<file path="src/rtl/wdpc_pkg.sv">
`default_nettype none

package wdpc_pkg;

    // cordic datapath widths
    localparam int CW       = 30;
    localparam int ZW       = 23;
    localparam int ATAN_LEN = 20;
    // doubled predictions (half units of 1/256 inch)
    localparam int PW       = 21;
    // scaled distance reading, 1/256 inch
    localparam int DW       = 18;
    // config address width
    localparam int AW       = 5;

    // 256 / 25.4 in Q16
    localparam logic [19:0] MM_SCALE_Q16 = 20'd660520;

    localparam logic signed [ZW-1:0] ATAN_Q20 [ATAN_LEN] = '{
        23'sd823550, 23'sd486171, 23'sd256879, 23'sd130396, 23'sd65451,
        23'sd32757,  23'sd16383,  23'sd8192,   23'sd4096,   23'sd2048,
        23'sd1024,   23'sd512,    23'sd256,    23'sd128,    23'sd64,
        23'sd32,     23'sd16,     23'sd8,      23'sd4,      23'sd2
    };

    typedef enum logic [2:0] {
        REG_SENSOR_SPACING = 3'd0,
        REG_FRONT_Y_OFFSET = 3'd1,
        REG_LEFT_X_OFFSET  = 3'd2,
        REG_RIGHT_X_OFFSET = 3'd3,
        REG_FIELD_WIDTH    = 3'd4,
        REG_FIELD_HEIGHT   = 3'd5,
        REG_MAX_DISTANCE   = 3'd6,
        REG_MAX_CORRECTION = 3'd7
    } t_reg_idx;

    typedef struct packed {
        logic signed [15:0] pose_x;
        logic signed [15:0] pose_y;
        logic signed [15:0] pose_heading;
        logic [13:0]        front_left_mm;
        logic [13:0]        front_right_mm;
        logic [13:0]        left_mm;
        logic [13:0]        right_mm;
    } t_in;

    typedef struct packed {
        logic signed [15:0] new_x;
        logic signed [15:0] new_y;
        logic signed [15:0] new_heading;
        logic               rejected;
    } t_out;

    // pose and predictions that ride alongside the cordic chain
    typedef struct packed {
        logic signed [15:0]   pose_x;
        logic signed [15:0]   pose_y;
        logic signed [15:0]   pose_heading;
        logic                 front_ok;
        logic                 left_ok;
        logic                 right_ok;
        logic signed [PW-1:0] pred_y2;
        logic signed [PW-1:0] pred_xl2;
        logic signed [PW-1:0] pred_xr2;
    } t_side;

endpackage

`default_nettype wire

</file>
<file path="src/rtl/wdpc_cordic.sv">
`default_nettype none

module wdpc_cordic
    import wdpc_pkg::*;
#(
    parameter int STEPS = 14
) (
    input  logic                 i_clk,
    input  logic                 i_rst_n,
    input  logic                 i_en,
    input  logic                 i_valid,
    input  logic signed [CW-1:0] i_x,
    input  logic signed [CW-1:0] i_y,
    input  t_side                i_side,
    output logic                 o_valid,
    output logic signed [ZW-1:0] o_z,
    output t_side                o_side
);

    logic signed [CW-1:0] r_x    [STEPS];
    logic signed [CW-1:0] r_y    [STEPS];
    logic signed [ZW-1:0] r_z    [STEPS];
    logic                 r_v    [STEPS];
    t_side                r_side [STEPS];

    for (genvar k = 0; k < STEPS; k++) begin : g_step
        logic signed [CW-1:0] x_in;
        logic signed [CW-1:0] y_in;
        logic signed [ZW-1:0] z_in;
        logic                 v_in;
        t_side                s_in;
        logic signed [CW-1:0] n_x;
        logic signed [CW-1:0] n_y;
        logic signed [ZW-1:0] n_z;

        if (k == 0) begin : g_first
            assign x_in = i_x;
            assign y_in = i_y;
            assign z_in = '0;
            assign v_in = i_valid;
            assign s_in = i_side;
        end else begin : g_next
            assign x_in = r_x[k-1];
            assign y_in = r_y[k-1];
            assign z_in = r_z[k-1];
            assign v_in = r_v[k-1];
            assign s_in = r_side[k-1];
        end

        // rotate toward the x axis, floor shifts
        always_comb begin
            if (!y_in[CW-1]) begin
                n_x = x_in + (y_in >>> k);
                n_y = y_in - (x_in >>> k);
                n_z = z_in + ATAN_Q20[k];
            end else begin
                n_x = x_in - (y_in >>> k);
                n_y = y_in + (x_in >>> k);
                n_z = z_in - ATAN_Q20[k];
            end
        end

        always_ff @(posedge i_clk) begin
            if (!i_rst_n) begin
                r_v[k] <= 1'b0;
            end else if (i_en) begin
                r_v[k] <= v_in;
            end
        end

        always_ff @(posedge i_clk) begin
            if (i_en) begin
                r_x[k]    <= n_x;
                r_y[k]    <= n_y;
                r_z[k]    <= n_z;
                r_side[k] <= s_in;
            end
        end
    end

    assign o_valid = r_v[STEPS-1];
    assign o_z     = r_z[STEPS-1];
    assign o_side  = r_side[STEPS-1];

endmodule

`default_nettype wire

</file>
<file path="config.mk">
export PLATFORM = sky130hd
export DESIGN_NAME = wdpc_cordic
export DESIGN_NICKNAME = d
export VERILOG_FILES = /design/src/rtl/wdpc_pkg.sv /design/src/rtl/wdpc_cordic.sv
export SDC_FILE = /design/constraint.sdc
export NUM_CORES = 2
export LEC_CHECK = 0
export BUFFER_PORTS_ARGS = -buffer_cell sky130_fd_sc_hd__buf_2
export CORE_ASPECT_RATIO = 1.25
export CORE_MARGIN = 3
export CORE_UTILIZATION = 55
export CTS_CLUSTER_SIZE = 25
export DETAILED_ROUTE_END_ITERATION = 8
export GPL_ROUTABILITY_DRIVEN = 0
export PLACE_DENSITY = 0.74
export SYNTH_ARGS = -nofsm -noshare
export SYNTH_HDL_FRONTEND = slang
export SYNTH_SLANG_ARGS = --single-unit
</file>
<file path="constraint.sdc">
create_clock -name i_clk -period 4.6 [get_ports i_clk]
set_input_delay 0.23 -clock i_clk [delete_from_list [all_inputs] [get_ports i_clk]]
set_output_delay 0.23 -clock i_clk [all_outputs]
set_load 0.005 [all_outputs]
</file>
==> out/results.ini <==
[outcome]
status = complete, no violations

[min_path]
hp-class = in -> reg
whs_path_depth = 3
min_to = r_x[0][9]
hp-start = i_y[9]

[floorplanning]
die_area_um2 = 251000
io_pins = 316
placementRows = 202
start_util = 0.555
die_w_um = 449
core-area_um2 = 243000
die_h_um = 560

[timing]
max_freq_mhz = 224
setup_viol = 0
finClkSkew_ps = 66.7
worst_pin_slew_ps = 1050
finalMaxSlewViolations = 0
relSlewSlack = 0.300
min_period_over_period = 0.972
hold_viol = 0
final.setup.worst_slack_ps = 127
min_period_ps = 4470

[yosys]
syn_nets = 12000
yosys-top-cells-area = edfxtp_1 58%, ha_1 9.6%, xnor2_1 5.4%, a21oi_1 3.5%, xor2_1 2.8%
ys_seq_area_frac = 0.580
synth_most_common_cell = edfxtp_1
synth_warnings = 0
yosys.area.top_type = edfxtp_1
async_reset_ff_frac = 0
ys_seq_elements = 2606
synth_edf_count = 2605
synth.distinct_cells = 99
synthTopCellsByCount = 2605 x edfxtp_1, 1032 x ha_1, 949 x a21oi_1
ys.flop_type = edfxtp_1
netlist.area_leader.share = 0.580
syn_area_um2 = 135000
synth_cells = 10800
avgSynthCellArea_um2 = 12.5

[worst_setup_path]
reg2reg_depth = 19
timing.rr.start = r_y[0][224]
cp_data_arrival_time_ps = 5040
path_class = reg -> reg
crit_path_start_kind = flop
reg2reg_setup_slack_ps = 130
worstPathMaxFanout = 4
timing.rr.end = r_x[1][29]
critPathRequiredTime_ps = 5170
end_kind = flop

[layout]
fin_util = 0.629
final_cells = 15100
drive_gt1_frac = 0.0995
syn2layout_area_growth_pct = 13.4
n_fill_cell = 18100
final_nets = 12900

[global_routing]
grt_pass1_wl_mm = 449
track_usage = 0.218
antenna_found_initial = 1
grt_pass1_vias = 89200
gr-total-overflow = 0
grt_max_degree = 174

[drt]
ant_nets = 0
firstDrtPassIters = 7
route.detailed.drc = 0
vias = 87000
wl_per_cell_um = 18.5
vias_per_cell = 5.75
drt_wl_total_mm = 280
drt_iter0_drc = 5705

[cts]
clockRootBuffer = clkbuf_16
cts_sinks = 2606
clk_path_buf_depth = 4
cts_tree = yes
clkTransAtPathRegs_ps = 60
htree_levels = 5
insertion_delay_ps = 830
numCtsBuffers = 270

[placed_design]
place_hpwl_mm = 201
port-buffer-count = 314
dp_slack_ps = -240
placed_cells = 14500

[run]
maxCapViolCount = 0

## cells by family after synthesis
| logic type | share of synthesized area |
|---|---|
| buffers and inverters | 0.0186 |
| other | 0.0000278 |
| AND/OR/NAND/NOR | 0.0897 |
| flip-flops | 0.580 |
| adder cells (fa/ha/maj) | 0.101 |
| XOR/XNOR | 0.0824 |
| AO/OA/AOI/OAI | 0.124 |
| multiplexers | 0.00398 |
## flip-flops by register name, summed over array words and instances (netlist names)
name	cells
r_x	347
r_v	14
r_y	361
r_z	288
r_side	1596
## area by class of cell
class	count	area, um2	share of cell area
Clock inverter	138	1440	0.00942
Clock buffer	329	7150	0.0467
Tap cell	3264	4080	0.0267
Multi-Input combinational cell	7531	54600	0.357
Inverter	488	1830	0.0120
Timing Repair Buffer	773	5630	0.0368
Antenna cell	1	2.50	0.0000164
Sequential cell	2606	78200	0.511
## critical path, stage by stage (launching register included)
cell and delay [ps]:
edfxtp_1 390, or4_4 590, nor2_1 110, nand2_1 100
nor2_1 130, nor2_1 60, xnor2_1 250, ha_1 320
buf_4 160, nand2_1 130, nor3b_1 80, nor4_1 430
a311oi_1 200, buf_4 200, o2111a_1 240, nor2_1 150
a211oi_1 120, a22o_1 250, o41ai_2 230, xnor2_1 100
## through the flow
stage | hold WS [ps] | TNS (ps) | cell area, um2
after detailed placement | 405 | -290 | 143000
after floorplan | 329 | 0 | 135000
after CTS | 7.81 | 0 | 152000
after global routing | 53.6 | -500 | 153000
after global placement | 400 | -165 | 143000
final | 68.4 | 0 | 153000
## placed cells by master (no fill, tap or decap), types with 38 or more instances in the layout
| cell | count |
|---|---|
| a21o_1 | 408 |
| a211oi_1 | 76 |
| nand4_1 | 81 |
| and3_1 | 93 |
| a31oi_1 | 112 |
| xnor2_1 | 829 |
| a21oi_1 | 939 |
| o31ai_1 | 51 |
| xor2_1 | 436 |
| o211ai_1 | 38 |
| nand2b_1 | 155 |
| clkinv_1 | 56 |
| buf_4 | 311 |
| o21a_1 | 109 |
| nor3_1 | 259 |
| edfxtp_1 | 2605 |
| clkbuf_1 | 51 |
| clkbuf_16 | 278 |
| nand3_1 | 150 |
| dlygate4sd3_1 | 125 |
| or3_1 | 65 |
| inv_1 | 481 |
| nand2_1 | 425 |
| nor2b_1 | 137 |
| and2_1 | 53 |
| o21ai_0 | 435 |
| ha_1 | 1031 |
| o21bai_1 | 104 |
| nor4_1 | 57 |
| buf_2 | 313 |
| nor2_1 | 844 |
## metal layers
layer / part of all wire / up-vias / track usage
met3: 0.037 / 1093 / 0.0296
li1: - / 42100 / -
met4: 0.069 / 0 / 0.134
met5: 0 / - / 0
met1: 0.35 / 41300 / 0.219
met2: 0.54 / 2414 / 0.421
## what timing repair did
action,CTS,global route
hold buffers,125,0
endpoints found under the setup margin,5,96
cloned,0,0
endpoints found under the hold margin,165,0
pin swaps,1,8
gates resized for setup,6,90
buffers inserted,0,12
## how the worst max path moves through the flow
stage,to,slack (ps),cells past startpoint,startpoint
finish,r_x[1][29],130,19,r_y[0][224]
CTS,r_y[0][205],9,15,r_x[0][161]
detailed placement,r_y[0][89],-240,18,r_x[0][32]
global route,r_x[1][29],-160,19,r_y[0][224]
global placement,r_y[0][89],-160,18,r_x[0][32]
floorplan,r_z[3][19],340,15,r_y[0][179]
Power is not shown: default switching activity piles up to over one toggle a cycle in this logic, so the estimate is an artifact.
